--- src/design/fourier_form_factor_trapezoid_core_macros.svh ---
// Assertion macros for the form factor core.
// Used by the top level only; needs a clk and rst_n in scope.
`ifndef FOURIER_FORM_FACTOR_TRAPEZOID_CORE_MACROS_SVH
`define FOURIER_FORM_FACTOR_TRAPEZOID_CORE_MACROS_SVH

// same-cycle implication
`define FFF_ASSERT_NOW(lbl, ante, cons, msg) \
  lbl: assert property (@(posedge clk) disable iff (!rst_n) (ante) |-> (cons)) else $error(msg);

// next-cycle implication
`define FFF_ASSERT_NEXT(lbl, ante, cons, msg) \
  lbl: assert property (@(posedge clk) disable iff (!rst_n) (ante) |=> (cons)) else $error(msg);

`endif

--- src/design/fff_pkg.sv ---
// Shared types, widths and constants of the form factor core.
// No dependencies.
package fff_pkg;

  localparam int COMPONENTS_DEF   = 4;
  localparam int CORDIC_STEPS_DEF = 16;
  localparam int ACC_WIDTH_DEF    = 48;

  localparam int NUM_WEIGHTS = 4;
  localparam int DATA_W      = 16;
  localparam int SOLV_W      = 24;
  localparam int CFG_IDX_W   = 3;
  localparam int CFG_DATA_W  = 24;
  localparam int MRG_W       = 36;   // lane sum minus solvent
  localparam int CON_W       = 28;   // contrast, Q.8
  localparam int ANG_W       = 43;   // angle, Q.30 radians
  localparam int T_W         = 34;   // CORDIC datapath
  localparam int CUR_W       = 40;   // integrand, Q.8
  localparam int AREA_W      = 49;   // trapezoid area, Q.8
  localparam int MAG_W       = 40;
  localparam int RED_STEPS   = 9;    // angle reduction steps, quotient < 512
  localparam int MAX_STEPS   = 24;

  localparam logic [32:0] TWO_PI_Q30  = 33'd6746518852;
  localparam logic [32:0] PI_Q30      = 33'd3373259426;
  localparam logic [32:0] HALF_PI_Q30 = 33'd1686629713;
  localparam logic [31:0] GAIN_Q30    = 32'd652032874;
  localparam logic [MAG_W-1:0] MAG_MAX = '1;

  typedef enum logic [CFG_IDX_W-1:0] {
    REG_Q      = 3'd0,
    REG_SOLV   = 3'd1,
    REG_SYM    = 3'd2,
    REG_W0     = 3'd3,
    REG_W1     = 3'd4,
    REG_W2     = 3'd5,
    REG_W3     = 3'd6
  } reg_idx_t;

  typedef enum logic [3:0] {
    ST_IDLE, ST_GO, ST_TRIG, ST_AREA, ST_ACC, ST_SQ_GO, ST_ROOT, ST_OUT
  } state_t;

  typedef enum logic [2:0] {
    CP_IDLE, CP_REDUCE, CP_FOLD, CP_ROT, CP_DONE
  } cor_phase_t;

  typedef enum logic [2:0] {
    SP_IDLE, SP_SQUARE, SP_ROOT, SP_DONE
  } sq_phase_t;

  typedef struct packed {
    logic signed [T_W-1:0] cos_v;
    logic signed [T_W-1:0] sin_v;
  } trig_t;

  typedef struct packed {
    logic [MAG_W-1:0] mag;
    logic             sat;
  } mag_res_t;

  function automatic logic [30:0] atan_q30(input logic [4:0] i);
    logic [30:0] v;
    unique case (i)
      5'd0:  v = 31'd843314857;
      5'd1:  v = 31'd497837829;
      5'd2:  v = 31'd263043837;
      5'd3:  v = 31'd133525159;
      5'd4:  v = 31'd67021687;
      5'd5:  v = 31'd33543516;
      5'd6:  v = 31'd16775851;
      5'd7:  v = 31'd8388437;
      5'd8:  v = 31'd4194283;
      5'd9:  v = 31'd2097149;
      5'd10: v = 31'd1048576;
      5'd11: v = 31'd524288;
      5'd12: v = 31'd262144;
      5'd13: v = 31'd131072;
      5'd14: v = 31'd65536;
      5'd15: v = 31'd32768;
      5'd16: v = 31'd16384;
      5'd17: v = 31'd8192;
      5'd18: v = 31'd4096;
      5'd19: v = 31'd2048;
      5'd20: v = 31'd1024;
      5'd21: v = 31'd512;
      5'd22: v = 31'd256;
      5'd23: v = 31'd128;
      default: v = 31'd0;
    endcase
    return v;
  endfunction

endpackage

--- src/design/fff_lanes.sv ---
// Per-component weight*density lanes and the merge stage forming contrast.
// Depends on fff_pkg.
module fff_lanes import fff_pkg::*; #(
  parameter int LANES = COMPONENTS_DEF
) (
  input  logic                     clk,
  input  logic                     rst_n,
  input  logic                     load,
  input  logic signed [DATA_W-1:0] weights [LANES],
  input  logic signed [DATA_W-1:0] dens    [LANES],
  input  logic signed [SOLV_W-1:0] solvent,
  output logic signed [CON_W-1:0]  contrast
);

  logic signed [2*DATA_W-1:0] prod_r [LANES];
  logic                       merge_r;
  logic signed [CON_W-1:0]    contrast_r;
  logic signed [MRG_W-1:0]    sum_c;
  logic signed [MRG_W-1:0]    diff_c;

  always_ff @(posedge clk) begin
    if (!rst_n) begin
      merge_r <= 1'b0;
    end else begin
      merge_r <= load;
    end
  end

  always_ff @(posedge clk) begin
    if (load) begin
      for (int k = 0; k < LANES; k++) begin
        prod_r[k] <= (2*DATA_W)'(weights[k]) * (2*DATA_W)'(dens[k]);
      end
    end
  end

  // merge: sum lanes, remove solvent (Q.16), round half up back to Q.8
  always_comb begin
    sum_c = '0;
    for (int k = 0; k < LANES; k++) begin
      sum_c = sum_c + MRG_W'(prod_r[k]);
    end
    diff_c = sum_c - (MRG_W'(solvent) <<< 8) + MRG_W'(128);
  end

  always_ff @(posedge clk) begin
    if (merge_r) begin
      contrast_r <= CON_W'(diff_c >>> 8);
    end
  end

  assign contrast = contrast_r;

endmodule

--- config.mk ---
export PLATFORM = sky130hd
export DESIGN_NAME = fff_lanes
export DESIGN_NICKNAME = d
export VERILOG_FILES = /design/src/design/fourier_form_factor_trapezoid_core_macros.svh /design/src/design/fff_pkg.sv /design/src/design/fff_lanes.sv
export SDC_FILE = /design/constraint.sdc
export NUM_CORES = 2
export LEC_CHECK = 0
export ABC_AREA = 1
export CAP_MARGIN = 25
export CORE_MARGIN = 5
export CORE_UTILIZATION = 59
export CTS_BUF_LIST = sky130_fd_sc_hd__clkbuf_4 sky130_fd_sc_hd__clkbuf_8 sky130_fd_sc_hd__clkbuf_16
export CTS_CLUSTER_DIAMETER = 200
export DETAILED_ROUTE_END_ITERATION = 16
export DONT_BUFFER_PORTS = 1
export GPL_TIMING_DRIVEN = 0
export PLACE_DENSITY = 0.72
export SKIP_LAST_GASP = 1
export SYNTH_ARGS = -nofsm -noshare
export SYNTH_HDL_FRONTEND = slang
export SYNTH_SLANG_ARGS = --single-unit
--- constraint.sdc ---
create_clock -name clk -period 9.28 [get_ports clk]
set_clock_uncertainty 0.05 [all_clocks]
set_input_delay 2.784 -clock clk [delete_from_list [all_inputs] [get_ports clk]]
set_output_delay 2.784 -clock clk [all_outputs]
set_load 0.01 [all_outputs]
# [Word level (Yosys, flattened, before mapping)]
# Memory sizes are Yosys's and may differ from the RTL's.
# Index checks and enable logic that the tools add are counted.
[word_totals] regBits=29 ramBits=128 inputBits=155 word_cells=14 memories=1
[classes] addsub=5 mul=4 mux=2
[mem_list] memory="prod_r" depth=4 word_bits=32 rd=4 rd_clocked_by_memory_dff=0 write_ports=4 line="fff_lanes.sv:15" source="logic signed [2*DATA_W-1:0] prod_r [LANES];"
[ops] operator="$mul 16x16->32" count=4
[ops] operator="$add 36x9->36 const B" count=1
[ops] operator="$sub 35x32->36" count=1
[ops] operator="$add 34x32->35" count=1
[ops] operator="$add 33x32->34" count=1
[ops] operator="$add 32x32->33" count=1
[ops] operator="$mux 1" count=2

# [Longest topological paths before layout]
[depth] ltp_word=5 mapped_depth=26 ltp_nobuf=24

# [Least setup slack after synthesis]
# Ideal clock, no wire load.
[synth_path] path_type="input to register" from="input dens[34] (netlist bit)" to="memory prod_r[1][30] (netlist bit) (data pin)" setup_time_ns=0.252 arrival_ns=8.023 required_ns=8.978 setup_slack_ns=0.955 path_stages=22 cell_sequence="clkbuf_1 > clkbuf_1 > nand2_1 > inv_1 > fa_1 > fa_1 > inv_1 > fa_1 > fa_1 > inv_1 > fa_1 > inv_1 > fa_1 > inv_1 > ha_1 > nand2_1 > nor2_1 > inv_1 > nor4_1 > nand4_1 > nand3_1 > nand2_1"
[synth_lines] element="start, declared" line="fff_lanes.sv:10" source="input logic signed [DATA_W-1:0] dens [LANES],"
[synth_lines] element="end, declared" line="fff_lanes.sv:15"

==> results.yml <==
grt:
  antenna_found_initial: 7
  track_usage_pct: 30.32
  grt_max_degree: 130
  grt_overflow: 0
  first_global_vias: 41009
  grt_pass1_wl_um: 221300
floorplanning:
  start_util_pct: 59.34
  dieArea_sq_mm: 0.09326
  rows: 108
  ios: 183
  die_y_um: 305.4
  placeableCoreArea_sq_mm: 0.08675
  die_x_um: 305.4
placed_design:
  dpl-instance-area_sq_mm: 0.05292
  finalWeightedCongestion: 0.9550
  pre_cts_ws_ns: -0.1045
  dp_hpwl_um: 120400
  dp.cells: 7424
  portBuffers: 0
clock_tree:
  clk_pin_slew_ns: 0.06
  htree_levels: 4
  cts_tree: "done"
  cts_resized: 0
  clk_latency_ns: 0.45
  cts.sinks: 157
  postCtsSetupBuffers: 0
  root_buffer: "clkbuf_16"
  clockBufferDepth: 2
  ctsHoldBuffers: 0
  cts_made_buffers: 17
logic_synthesis:
  synth_top_area_share_pct: 44.18
  synth_commonest_cells: "inv_1, nand2_1, fa_1"
  yosysWarnings: 0
  yosysSeqAreaShare_pct: 9.139
  synth-edff-count: 156
  async_flop_share_pct: 0
  syn-num-nets: 7959
  synth.area.top_cells: "fa_1, inv_1, nand2_1"
  ys_ff_latch: 157
  netlist_instances: 6269
  synth_top_cell_by_area: "fa_1"
  synth.most_common_cell: "inv_1"
  avgSynthCellArea_sq_um: 8.211
  ys_types: 47
  dominantRegCellSynth: "edfxtp_1"
  synth_area_sq_mm: 0.05148
layout:
  design_area_sq_mm: 0.05363
  multi_input_comb_area_sq_mm: 0.03845
  final_cell_count_no_fill: 7462
  fin_nets: 7979
  syn2layout_area_growth_pct: 4.173
  n_fill_cell: 7775
  regArea_sq_mm: 0.004705
  layout-drive-gt1-share_pct: 1.460
critical_path:
  slowest_stage: "fa_1"
  cp_cell_sequence: "clkbuf_1, clkbuf_1, nand2_1, fa_1, inv_1, fa_1, inv_1, fa_1, inv_1, fa_1, fa_1, inv_1, fa_1, inv_1, ha_1, nand2_1, nor2_1, nand3_1, nand3_1, nand2_1, nand3_1, inv_1, nand2_1, nand2_1"
  path_class: "primary input to flip-flop"
  cpPeakStageDelay_ns: 0.61
  r2r_start: "prod_r[3][10]"
  r2r-end: "contrast[15]"
  crit_required_ns: 9.37
  path_max_fanout: 10
  critPathLaunchType: "primary input"
  reg2reg_slack_ns: 5.41
  ff2ff_path_depth: 14
  crit_arrival_ns: 9.08
  end_kind: "flip-flop"
hold_path:
  hold_end: "contrast[24]"
  hold_start: "merge_r"
  min_path_cells: 0
  worstHoldPathType: "flip-flop to flip-flop"
detailed_routing:
  drt_first_pass_iters: 8
  vias: 39532
  drc_errors: 0
  drtIter0Drc: 3324
  drtAntennaViolNets: 0
  wl_um: 137200
  viasPerCell: 5.298
  wl_per_cell_um: 18.38
timing:
  tightest_slew_ns: 0.7884
  clock.fmax_mhz: 111.2
  slew_violations: 0
  period_share_pct: 96.89
  slew_headroom_pct: 47.44
  rsz0062_at_grt: "no"
  finalHoldViolations: 0
  min_period_ns: 8.992
  setup_viol: 0
  finalWorstSetupSlack_ns: 0.2883
  hold_slack_ns: 0.5028
run:
  maxCapViolCount: 0
run_status:
  status: "finished clean"
[sequential cells by signal, summed over array words and instances (netlist names)]
register and cells:
contrast 28, merge_r 1, prod_r 128
[layout make-up]
| class | instances | share of cell area [%] |
|---|---|---|
| inverter | 1986 | 13.90 |
| buffer | 230 | 1.612 |
| tap | 1155 | 2.695 |
| clock buffer | 17 | 0.7933 |
| clock inverter | 15 | 0.4410 |
| sequential | 157 | 8.773 |
| timing repair buffer | 1 | 0.05133 |
| antenna | 5 | 0.02333 |
| multi-input combinational | 3896 | 71.71 |
[stage by stage]
step | setup TNS (ns) | utilization, %
6_report | 0 | 61.81
5_1_grt | 0 | 61.80
4_1_cts | 0 | 61.77
3_5_place_dp | -0.1076 | 61.00
3_3_place_gp | -0.05799 | 61.00
2_1_floorplan | 0 | -
[logic make-up after synthesis]
family	after synthesis	share of synthesized area, %
buffers and inverters	2216	16.16
AND/OR/NAND/NOR	1877	14.61
adder cells (fa/ha/maj)	1535	53.88
AO/OA/AOI/OAI	339	3.731
flip-flops	157	9.139
XOR/XNOR	145	2.482
[worst max path at each step]
stage               startpoint            end  slack, ns  cells after the start
global route          dens[39]  prod_r[1][31]       0.01                     24
floorplan             dens[34]  prod_r[1][30]       0.95                     22
CTS                   dens[37]  prod_r[1][31]       0.37                     23
global placement      dens[37]  prod_r[1][31]      -0.06                     24
finish                dens[39]  prod_r[1][31]       0.29                     24
detailed placement    dens[37]  prod_r[1][31]      -0.10                     23
[metal layers]
| layer | GRT usage [%] | vias up | part of all wire, % |
|---|---|---|---|
| li1 | - | 17893 | - |
| met1 | 42.85 | 19604 | 41 |
| met2 | 48.46 | 1742 | 46 |
| met3 | 6.182 | 285 | 9.8 |
| met4 | 8.426 | 8 | 3.3 |
| met5 | 0 | - | 0.038 |
[critical path, delay by kind of cell]
kind | cells | cell delay, ns
adders and majority gates | 7 | 3.50
buffers and inverters | 8 | 1.40
and+or+nand+nor | 9 | 1.38
[cell usage in the layout, fill, tap and decap left out, types with 3 or more instances in the layout]
master,n
inv_1,1982
nand2_1,1397
fa_1,1136
ha_1,399
nor2_1,241
clkbuf_1,225
a21oi_1,165
edfxtp_1,156
nand3_1,115
xor2_1,106
o21ai_0,83
xnor2_1,38
nand4_1,33
nor3_1,30
a21o_1,24
o21bai_1,23
or2_2,18
clkbuf_16,17
a21boi_0,8
o21ai_1,7
nand2_2,7
a31oi_1,7
o21ai_2,7
nor2_2,6
diode_2,5
nor4_1,5
and3_1,5
bufinv_16,5
buf_1,4
inv_2,4
o31ai_1,4
o211ai_1,4
nor3_2,3
or2_1,3
Power is not shown: default switching activity piles up to over one toggle a cycle in this logic, so the estimate is an artifact.
