`src/design/fourier_form_factor_trapezoid_core_macros.svh`:
```
// Assertion macros for the form factor core.
// Used by the top level only; needs a clk and rst_n in scope.
`ifndef FOURIER_FORM_FACTOR_TRAPEZOID_CORE_MACROS_SVH
`define FOURIER_FORM_FACTOR_TRAPEZOID_CORE_MACROS_SVH

// same-cycle implication
`define FFF_ASSERT_NOW(lbl, ante, cons, msg) \
  lbl: assert property (@(posedge clk) disable iff (!rst_n) (ante) |-> (cons)) else $error(msg);

// next-cycle implication
`define FFF_ASSERT_NEXT(lbl, ante, cons, msg) \
  lbl: assert property (@(posedge clk) disable iff (!rst_n) (ante) |=> (cons)) else $error(msg);

`endif

```
`src/design/fff_pkg.sv`:
```
// Shared types, widths and constants of the form factor core.
// No dependencies.
package fff_pkg;

  localparam int COMPONENTS_DEF   = 4;
  localparam int CORDIC_STEPS_DEF = 16;
  localparam int ACC_WIDTH_DEF    = 48;

  localparam int NUM_WEIGHTS = 4;
  localparam int DATA_W      = 16;
  localparam int SOLV_W      = 24;
  localparam int CFG_IDX_W   = 3;
  localparam int CFG_DATA_W  = 24;
  localparam int MRG_W       = 36;   // lane sum minus solvent
  localparam int CON_W       = 28;   // contrast, Q.8
  localparam int ANG_W       = 43;   // angle, Q.30 radians
  localparam int T_W         = 34;   // CORDIC datapath
  localparam int CUR_W       = 40;   // integrand, Q.8
  localparam int AREA_W      = 49;   // trapezoid area, Q.8
  localparam int MAG_W       = 40;
  localparam int RED_STEPS   = 9;    // angle reduction steps, quotient < 512
  localparam int MAX_STEPS   = 24;

  localparam logic [32:0] TWO_PI_Q30  = 33'd6746518852;
  localparam logic [32:0] PI_Q30      = 33'd3373259426;
  localparam logic [32:0] HALF_PI_Q30 = 33'd1686629713;
  localparam logic [31:0] GAIN_Q30    = 32'd652032874;
  localparam logic [MAG_W-1:0] MAG_MAX = '1;

  typedef enum logic [CFG_IDX_W-1:0] {
    REG_Q      = 3'd0,
    REG_SOLV   = 3'd1,
    REG_SYM    = 3'd2,
    REG_W0     = 3'd3,
    REG_W1     = 3'd4,
    REG_W2     = 3'd5,
    REG_W3     = 3'd6
  } reg_idx_t;

  typedef enum logic [3:0] {
    ST_IDLE, ST_GO, ST_TRIG, ST_AREA, ST_ACC, ST_SQ_GO, ST_ROOT, ST_OUT
  } state_t;

  typedef enum logic [2:0] {
    CP_IDLE, CP_REDUCE, CP_FOLD, CP_ROT, CP_DONE
  } cor_phase_t;

  typedef enum logic [2:0] {
    SP_IDLE, SP_SQUARE, SP_ROOT, SP_DONE
  } sq_phase_t;

  typedef struct packed {
    logic signed [T_W-1:0] cos_v;
    logic signed [T_W-1:0] sin_v;
  } trig_t;

  typedef struct packed {
    logic [MAG_W-1:0] mag;
    logic             sat;
  } mag_res_t;

  function automatic logic [30:0] atan_q30(input logic [4:0] i);
    logic [30:0] v;
    unique case (i)
      5'd0:  v = 31'd843314857;
      5'd1:  v = 31'd497837829;
      5'd2:  v = 31'd263043837;
      5'd3:  v = 31'd133525159;
      5'd4:  v = 31'd67021687;
      5'd5:  v = 31'd33543516;
      5'd6:  v = 31'd16775851;
      5'd7:  v = 31'd8388437;
      5'd8:  v = 31'd4194283;
      5'd9:  v = 31'd2097149;
      5'd10: v = 31'd1048576;
      5'd11: v = 31'd524288;
      5'd12: v = 31'd262144;
      5'd13: v = 31'd131072;
      5'd14: v = 31'd65536;
      5'd15: v = 31'd32768;
      5'd16: v = 31'd16384;
      5'd17: v = 31'd8192;
      5'd18: v = 31'd4096;
      5'd19: v = 31'd2048;
      5'd20: v = 31'd1024;
      5'd21: v = 31'd512;
      5'd22: v = 31'd256;
      5'd23: v = 31'd128;
      default: v = 31'd0;
    endcase
    return v;
  endfunction

endpackage

```
`src/design/fff_sqrt.sv`:
```
// Magnitude unit: squares by 20x20 partial products, then digit-by-digit root.
// Depends on fff_pkg.
module fff_sqrt import fff_pkg::*; #(
  parameter int ACC_WIDTH = ACC_WIDTH_DEF
) (
  input  logic                        clk,
  input  logic                        rst_n,
  input  logic                        start,
  input  logic signed [ACC_WIDTH-1:0] re,
  input  logic signed [ACC_WIDTH-1:0] im,
  output mag_res_t                    res,
  output logic                        done
);

  localparam int EXT_W  = (ACC_WIDTH > MAG_W) ? ACC_WIDTH + 1 : MAG_W + 1;
  localparam int HALF_W = MAG_W / 2;
  localparam int SQ_W   = 2 * MAG_W + 1;
  localparam int IT_W   = $clog2(MAG_W);

  sq_phase_t phase_r, phase_nxt;
  logic [MAG_W-1:0]  opr_r, opi_r;
  logic [SQ_W-1:0]   rad_r;
  logic [MAG_W-1:0]  root_r, rem_r;
  logic [2:0]        part_r;
  logic [IT_W-1:0]   it_r;
  logic              sat_r;

  logic [EXT_W-1:0]    ur_c, ui_c;
  logic                big_c;
  logic [MAG_W-1:0]    op_c;
  logic [HALF_W-1:0]   a_c, b_c;
  logic [2*HALF_W-1:0] pp_c;
  logic [SQ_W-1:0]     term_c;
  logic [MAG_W+1:0]    nrem_c, trial_c;

  always_comb begin
    ur_c  = re[ACC_WIDTH-1] ? EXT_W'(-EXT_W'(re)) : EXT_W'(re);
    ui_c  = im[ACC_WIDTH-1] ? EXT_W'(-EXT_W'(im)) : EXT_W'(im);
    big_c = (ur_c > EXT_W'(MAG_MAX)) || (ui_c > EXT_W'(MAG_MAX));
  end

  // square phase: parts 0..2 for re, 3..5 for im
  always_comb begin
    op_c = (part_r < 3'd3) ? opr_r : opi_r;
    unique case (part_r)
      3'd0, 3'd3: begin
        a_c = op_c[HALF_W-1:0];
        b_c = op_c[HALF_W-1:0];
      end
      3'd1, 3'd4: begin
        a_c = op_c[HALF_W-1:0];
        b_c = op_c[MAG_W-1:HALF_W];
      end
      default: begin
        a_c = op_c[MAG_W-1:HALF_W];
        b_c = op_c[MAG_W-1:HALF_W];
      end
    endcase
    pp_c = (2*HALF_W)'(a_c) * (2*HALF_W)'(b_c);
    unique case (part_r)
      3'd0, 3'd3: term_c = SQ_W'(pp_c);
      3'd1, 3'd4: term_c = SQ_W'(pp_c) << (HALF_W + 1);
      default:    term_c = SQ_W'(pp_c) << MAG_W;
    endcase
  end

  assign nrem_c  = {rem_r, rad_r[2*MAG_W-1 -: 2]};
  assign trial_c = {root_r, 2'b01};

  always_comb begin
    phase_nxt = phase_r;
    unique case (phase_r)
      SP_IDLE:   if (start) phase_nxt = big_c ? SP_DONE : SP_SQUARE;
      SP_SQUARE: if (part_r == 3'd5) phase_nxt = SP_ROOT;
      SP_ROOT:   if (rad_r[SQ_W-1] || it_r == IT_W'(MAG_W - 1)) phase_nxt = SP_DONE;
      SP_DONE:   phase_nxt = SP_IDLE;
      default:   phase_nxt = SP_IDLE;
    endcase
  end

  always_ff @(posedge clk) begin
    if (!rst_n) begin
      phase_r <= SP_IDLE;
    end else begin
      phase_r <= phase_nxt;
    end
  end

  always_ff @(posedge clk) begin
    unique case (phase_r)
      SP_IDLE: begin
        if (start) begin
          opr_r  <= MAG_W'(ur_c);
          opi_r  <= MAG_W'(ui_c);
          sat_r  <= big_c;
          root_r <= big_c ? MAG_MAX : '0;
          rem_r  <= '0;
          rad_r  <= '0;
          part_r <= '0;
          it_r   <= '0;
        end
      end
      SP_SQUARE: begin
        rad_r  <= rad_r + term_c;
        part_r <= part_r + 3'd1;
      end
      SP_ROOT: begin
        if (rad_r[SQ_W-1]) begin
          // sum of squares at or above 2^80
          sat_r  <= 1'b1;
          root_r <= MAG_MAX;
        end else begin
          if (nrem_c >= trial_c) begin
            rem_r  <= MAG_W'(nrem_c - trial_c);
            root_r <= {root_r[MAG_W-2:0], 1'b1};
          end else begin
            rem_r  <= MAG_W'(nrem_c);
            root_r <= {root_r[MAG_W-2:0], 1'b0};
          end
          // top bit stays clear so only the full sum can flag overflow
          rad_r <= {1'b0, rad_r[SQ_W-4:0], 2'b00};
          it_r  <= it_r + IT_W'(1);
        end
      end
      SP_DONE: ;
      default: ;
    endcase
  end

  assign res.mag = root_r;
  assign res.sat = sat_r;
  assign done    = (phase_r == SP_DONE);

endmodule
```
`config.mk`:
```
export PLATFORM = sky130hd
export DESIGN_NAME = fff_sqrt
export DESIGN_NICKNAME = d
export VERILOG_FILES = /design/src/design/fourier_form_factor_trapezoid_core_macros.svh /design/src/design/fff_pkg.sv /design/src/design/fff_sqrt.sv
export SDC_FILE = /design/constraint.sdc
export NUM_CORES = 2
export LEC_CHECK = 0
export ABC_AREA = 1
export BUFFER_PORTS_ARGS = -buffer_cell sky130_fd_sc_hd__buf_2
export CAP_MARGIN = 20
export CELL_PAD_IN_SITES_DETAIL_PLACEMENT = 1
export CELL_PAD_IN_SITES_GLOBAL_PLACEMENT = 2
export CORE_UTILIZATION = 26
export CTS_CLUSTER_DIAMETER = 50
export DETAILED_ROUTE_END_ITERATION = 8
export GPL_ROUTABILITY_DRIVEN = 0
export PLACE_DENSITY_LB_ADDON = 0.1
export SETUP_SLACK_MARGIN = 0.1
export SLEW_MARGIN = 20
export SYNTH_ARGS = -nofsm -noshare
export SYNTH_HDL_FRONTEND = slang
export SYNTH_SLANG_ARGS = --single-unit
```
`constraint.sdc`:
```
create_clock -name clk -period 11.8 [get_ports clk]
set_input_delay 0.59 -clock clk [delete_from_list [all_inputs] [get_ports clk]]
set_output_delay 0.59 -clock clk [all_outputs]
set_load 0.01 [all_outputs]
```
Word-level counts from Yosys, hierarchy flattened
Index checks and enable logic that the tools add are counted.
- multipliers: 1
- $lt $le $gt $ge: 4
- muxes and demuxes: 31
- reductions and logical operators: 18
- $add $sub $neg: 6
- eq/ne operators: 13
- operator list (operator ; number):
    $mux 40 ; 7
    $pmux 81 s3 ; 1
    $mux 81 ; 2
    $pmux 40 s2 ; 2
    $pmux 80 s2 ; 1
    $gt 49x40->1 const B ; 2
    $mux 49 ; 2
    $neg 48->49 ; 2
    $add 81x81->81 ; 1
    $ge 42x42->1 ; 1
    $mul 20x20->40 ; 1
    $mux 20 ; 2
    $sub 40x40->40 ; 1
    $mux 3 ; 4
    $mux 6 ; 2
    $pmux 6 s2 ; 1
    $reduce_and 3->1 ; 4
    $ne 2x2->1 const B ; 5
    $eq 3x2->1 const B ; 3
    $pmux 3 s3 ; 1
    $reduce_and 2->1 ; 4
    $add 6x1->6 const B ; 1
    $eq 3x1->1 const B ; 2
    $eq 3x3->1 const B ; 2
    13 further kinds ; 19
- flip-flop bits (word level): 254
- output and inout port bits: 42
- input port bits: 99

Depth between registers and ports, before layout
- depth after elaboration: 7
- depth in mapped cells: 51
- gate-level depth less buffers: 49

Worst setup path after synthesis
No wires, ideal clock.
- kind: reg-to-reg
- from: register part_r[0]
- to: register rad_r[66] (data pin)
- path slack: 2625 ps
- clock period less this slack: 9175 ps
- data required time: 11530 ps
- setup time: 270 ps
- cell stages (with the launch flop): 45
- arrival time: 8904 ps
- cell sequence: edfxtp_1 > ha_1 > ha_1 > a21oi_4 > inv_2 > buf_2 > nand2_1 > o21ai_1 > inv_2 > buf_1 > nor2_1 > fa_1 > fa_1 > inv_1 > fa_1 > inv_1 > fa_1 > inv_1 > [... 9 more ...] > nand2_1 > nand3_1 > nand2_1 > a21oi_1 > o21ai_0 > xnor2_1 > o22ai_1 > ha_1 > a21oi_1 > o21ai_0 > a21oi_1 > o21ai_0 > a21o_1 > nand2_1 > nand3_1 > or2_2 > nand2_1 > a21oi_1
- word-level cells in the longest chain between the ends: 7
- elaborated cells on any way between the ends: 15
- those cells by class: 1 x add/sub; 1 x mul; 1 x order compare; 3 x eq/ne; 5 x mux; 4 x reduce/logical
- ends and longest elaborated chain (element ; line ; text):
    start: declaration ; fff_sqrt.sv:24 ; logic [2:0] part_r;
    start signal: assignment ; fff_sqrt.sv:105 ; part_r <= part_r + 3'd1;
    $lt 3x2->1 (tied with other cells) ; fff_sqrt.sv:44 ; op_c = (part_r < 3'd3) ? opr_r : opi_r;
    $mux 40 (tied with other cells) ; fff_sqrt.sv:44 ;
    $mux 20 ; fff_sqrt.sv:45 ; unique case (part_r)
    $mul 20x20->40 ; fff_sqrt.sv:59 ; pp_c = (2*HALF_W)'(a_c) * (2*HALF_W)'(b_c);
    $pmux 80 s2 * ; fff_sqrt.sv:60 ; unique case (part_r)
    $add 81x81->81 * ; fff_sqrt.sv:104 ; rad_r <= rad_r + term_c;
    $pmux 81 s3 * ; fff_sqrt.sv:90 ; unique case (phase_r)
    end signal: assignment ; fff_sqrt.sv:104 ;
    end signal: assignment ; fff_sqrt.sv:121 ; rad_r <= {1'b0, rad_r[SQ_W-4:0], 2'b00};
    end: declaration ; fff_sqrt.sv:22 ; logic [SQ_W-1:0] rad_r;
Every way passes the cells marked *; elsewhere a longest branch is shown, timed or not.
A chain may end at the register's enable or synchronous reset.

Worst setup path in the final report
- from: register part_r[0]
- to: register rad_r[76] (data pin)
Same word-level chain as after synthesis.

==> impl_summary.txt <==
----------------------------------------------------
[Synthesis]
  Sequential-to-total area share from yosys stat ... 0.2061
  Mapped Area ... 0.03676 mm²
  Cell taking the most area after synthesis ... edfxtp_1
  #FFs+latches synth ... 253
  Area share of the leading cell type in the synthesized netlist ... 0.2050
  Per-instance average area after synthesis ... 7.429 µm²
  Synth warn ... 0
  Number of different library cells in the post-synthesis netlist ... 65
  EDFF count, synth ... 251
  Number of cells produced by synthesis ... 4949
  Async set or reset register ratio after synthesis ... 0
  Syn_nets ... 5652
  Synth area leaders ... edfxtp_1 21%, fa_1 17%, ha_1 9.6%
  Leading register cell type out of synthesis ... edfxtp_1

[STA]
  Final Slew Violations ... 0
  Skew final ... 62.72 ps
  Fin crit period ... 11130 ps
  Slew @ Worst Pin ... 1093 ps
  RSZ-0062 raised after global routing ... no
  Worst relative slew slack ... 0.2693
  Count of endpoints failing setup in the final report ... 0
  Setup TNS Final ... 0 ps
  Share of the cycle needed by the critical path after routing ... 0.9436
  Worst-case hold slack ... 213.6 ps
  Highest Clock Rate ... 89.81 MHz
  Final hold violation count ... 0

[Setup path]
  Delay of the slowest cell on the worst path ... 650 ps
  Critical path buffer and inverter count ... 11
  Required time of the critical path ... 12200 ps
  Critical Path Source Type ... flip-flop
  CP most frequent cell ... inv_1
  Slowest library cell on the worst path ... fa_1
  Worst-path fanout max ... 42
  Top delay family on crit path ... adder cells
  CP arrival ... 11530 ps
  CP endpoint kind ... flip-flop
  Critical Setup Path Class ... flip-flop to flip-flop

[Global route]
  Overflow left after global routing ... 0
  GRT Overall Usage ... 0.2301
  Met2 Use GR ... 0.3702
  GR Util met1 ... 0.3242
  Pin count of the biggest net entering global routing ... 77
  Initial antenna violation count ... 1
  Global-route wire length before repair ... 243900 µm
  Via count of the first global-routing pass ... 36.52k
  Most Crowded Layer GR ... met2
  M3 GR Usage ... 0.01690

[Detailed routing]
  Detail-routed via count per cell ... 4.830
  Number of antenna-violating nets in the routed design ... 0
  Number of vias in the routed layout ... 34.21k
  Final routed wirelength across all metal layers ... 164500 µm
  Number of optimization iterations in the first detailed-route pass ... 5
  Residual DRC count ... 0
  Detailed Route Iter0 Violations ... 2107
  Post-DR wirelength/cell ... 23.23 µm

[Place]
  HPWL Detailed ... 137800 µm
  Number of buffers inserted by port buffering ... 140
  Total placed instance area ... 0.04030 mm²

[Final layout]
  Antenna diodes ... 0
  Relative area change from synthesis to final layout ... 14.73%
  Fraction of final layout cells sized beyond drive strength 1 ... 0.1024
  Highest-count cells in the layout ignoring fill and taps ... 866 x nand2_1, 848 x inv_1, 723 x nor2_1
  Final core utilization ... 0.3016
  Footprint of the multi-input gates ... 0.02536 mm²
  Final net count ... 5864
  Final instance area ... 0.04218 mm²
  FF/Latch Area ... 0.007577 mm²
  Number of filler instances in the final layout ... 17.18k
  Most common library cell in the layout ignoring fill and taps ... nand2_1

[Floorplan]
  Vertical die dimension ... 378.0 µm
  Die extent in x ... 378.0 µm
  I/O pin cnt ... 141
  Core box area ... 0.1399 mm²
  Starting density of the core ... 0.2628
  Total Die Area ... 0.1429 mm²
  Standard-cell row count ... 137

[CTS]
  Clock tree from TritonCTS ... yes
  Source-to-sink clock delay at the later pin of the worst-skew pair ... 670 ps
  Total clock sinks ... 253
  Bufs on Longest Clock Path ... 3
  Root buffer selected by CTS ... clkbuf_16
  # hold bufs at CTS ... 0
  Number of clock buffers inserted by TritonCTS ... 56
  Clock slew seen by the registers of the worst setup and hold paths ... 60 ps
  Number of H-tree branching levels ... 2

[Min path]
  Class of the worst hold path ... input pin to flip-flop

[Run status]
  Outcome ... completed

[Flow run]
  Maximum capacitance violations ... 0

----------------------------------------------------
-- Yosys cell counts (16+ instances only) --
library cell and count:
o21ai_2 33, nand3b_1 26, mux2_2 28, nor3_1 34, nand2_1 866, o22ai_1 32, buf_2 50, ha_1 283
inv_1 850, o21a_1 67, a31oi_1 28, a21o_1 22, clkbuf_1 47, xnor2_1 60, xor2_1 84, nor2_1 725
nand3_1 154, nand4_1 43, inv_2 26, edfxtp_1 251, a21oi_1 401, o21ai_1 32, nor2_2 16, fa_1 321
o21bai_1 21, o21ai_0 286
-- what timing repair did --
item                                    CTS  global route
resized for setup                         0             6
endpoints found under the setup margin    0             7
buffers inserted                          0             2
-- final timing paths --
check                  start          to  slack [ps]  depth (start not counted)
setup reg to reg   part_r[0]   rad_r[76]         670                         40
hold reg to reg   phase_r[1]  phase_r[1]         520                          2
hold / removal         im[0]    opi_r[0]         210                          1
setup / recovery   part_r[0]   rad_r[76]         670                         40
-- kinds of logic after synthesis --
kind of cell | after synthesis | share of synthesized area
muxes | 39 | 0.01188
DFF | 253 | 0.2061
buffers and inverters | 1003 | 0.1061
xor gates and xnor gates | 144 | 0.03431
adders and majority gates | 604 | 0.2711
and+or+nand+nor | 1922 | 0.2168
AOI/OAI and AO/OA | 984 | 0.1537
-- through the flow --
stage / worst slack [ps] / cells
2_1_floorplan: 2625 / 4949
3_3_place_gp: 280.8 / 6977
3_5_place_dp: 181.6 / 6977
4_1_cts: 206.2 / 7080
5_1_grt: 105.8 / 7082
6_report: 665.6 / 7082
-- final cells by class --
| type | instances | share of cell area |
|---|---|---|
| inverters | 883 | 0.07881 |
| well taps | 1876 | 0.05565 |
| clock buffers | 58 | 0.03340 |
| flip-flops and latches | 253 | 0.1796 |
| repair buffers | 274 | 0.04105 |
| multi-input cells | 3693 | 0.6012 |
| clock inverters | 45 | 0.01023 |
-- worst register-to-register path: cells and delay by family (launching register included) --
family / cells / cell delay, ps
fa+ha+maj: 9 / 4630
simple gates: 12 / 2620
buf+inv: 11 / 1480
compound gates: 6 / 770
xor+xnor: 1 / 520
flops: 1 / 500
mux: 1 / 390
-- metal layers --
layer,up-vias,share of wire
met5,-,0.000079
met2,554,0.45
met4,2,0.034
li1,16450,-
met1,17008,0.48
met3,192,0.028
-- state kept, by name, indices dropped and copies added, names as in the netlist --
name and count:
part_r 3, root_r 40, sat_r 1, rad_r 81, it_r 6, rem_r 40, opi_r 40, phase_r 2
opr_r 40
Power is left out: the tool's default activity adds up to more than one toggle a clock period on the data nets, which glitch-free logic cannot reach.
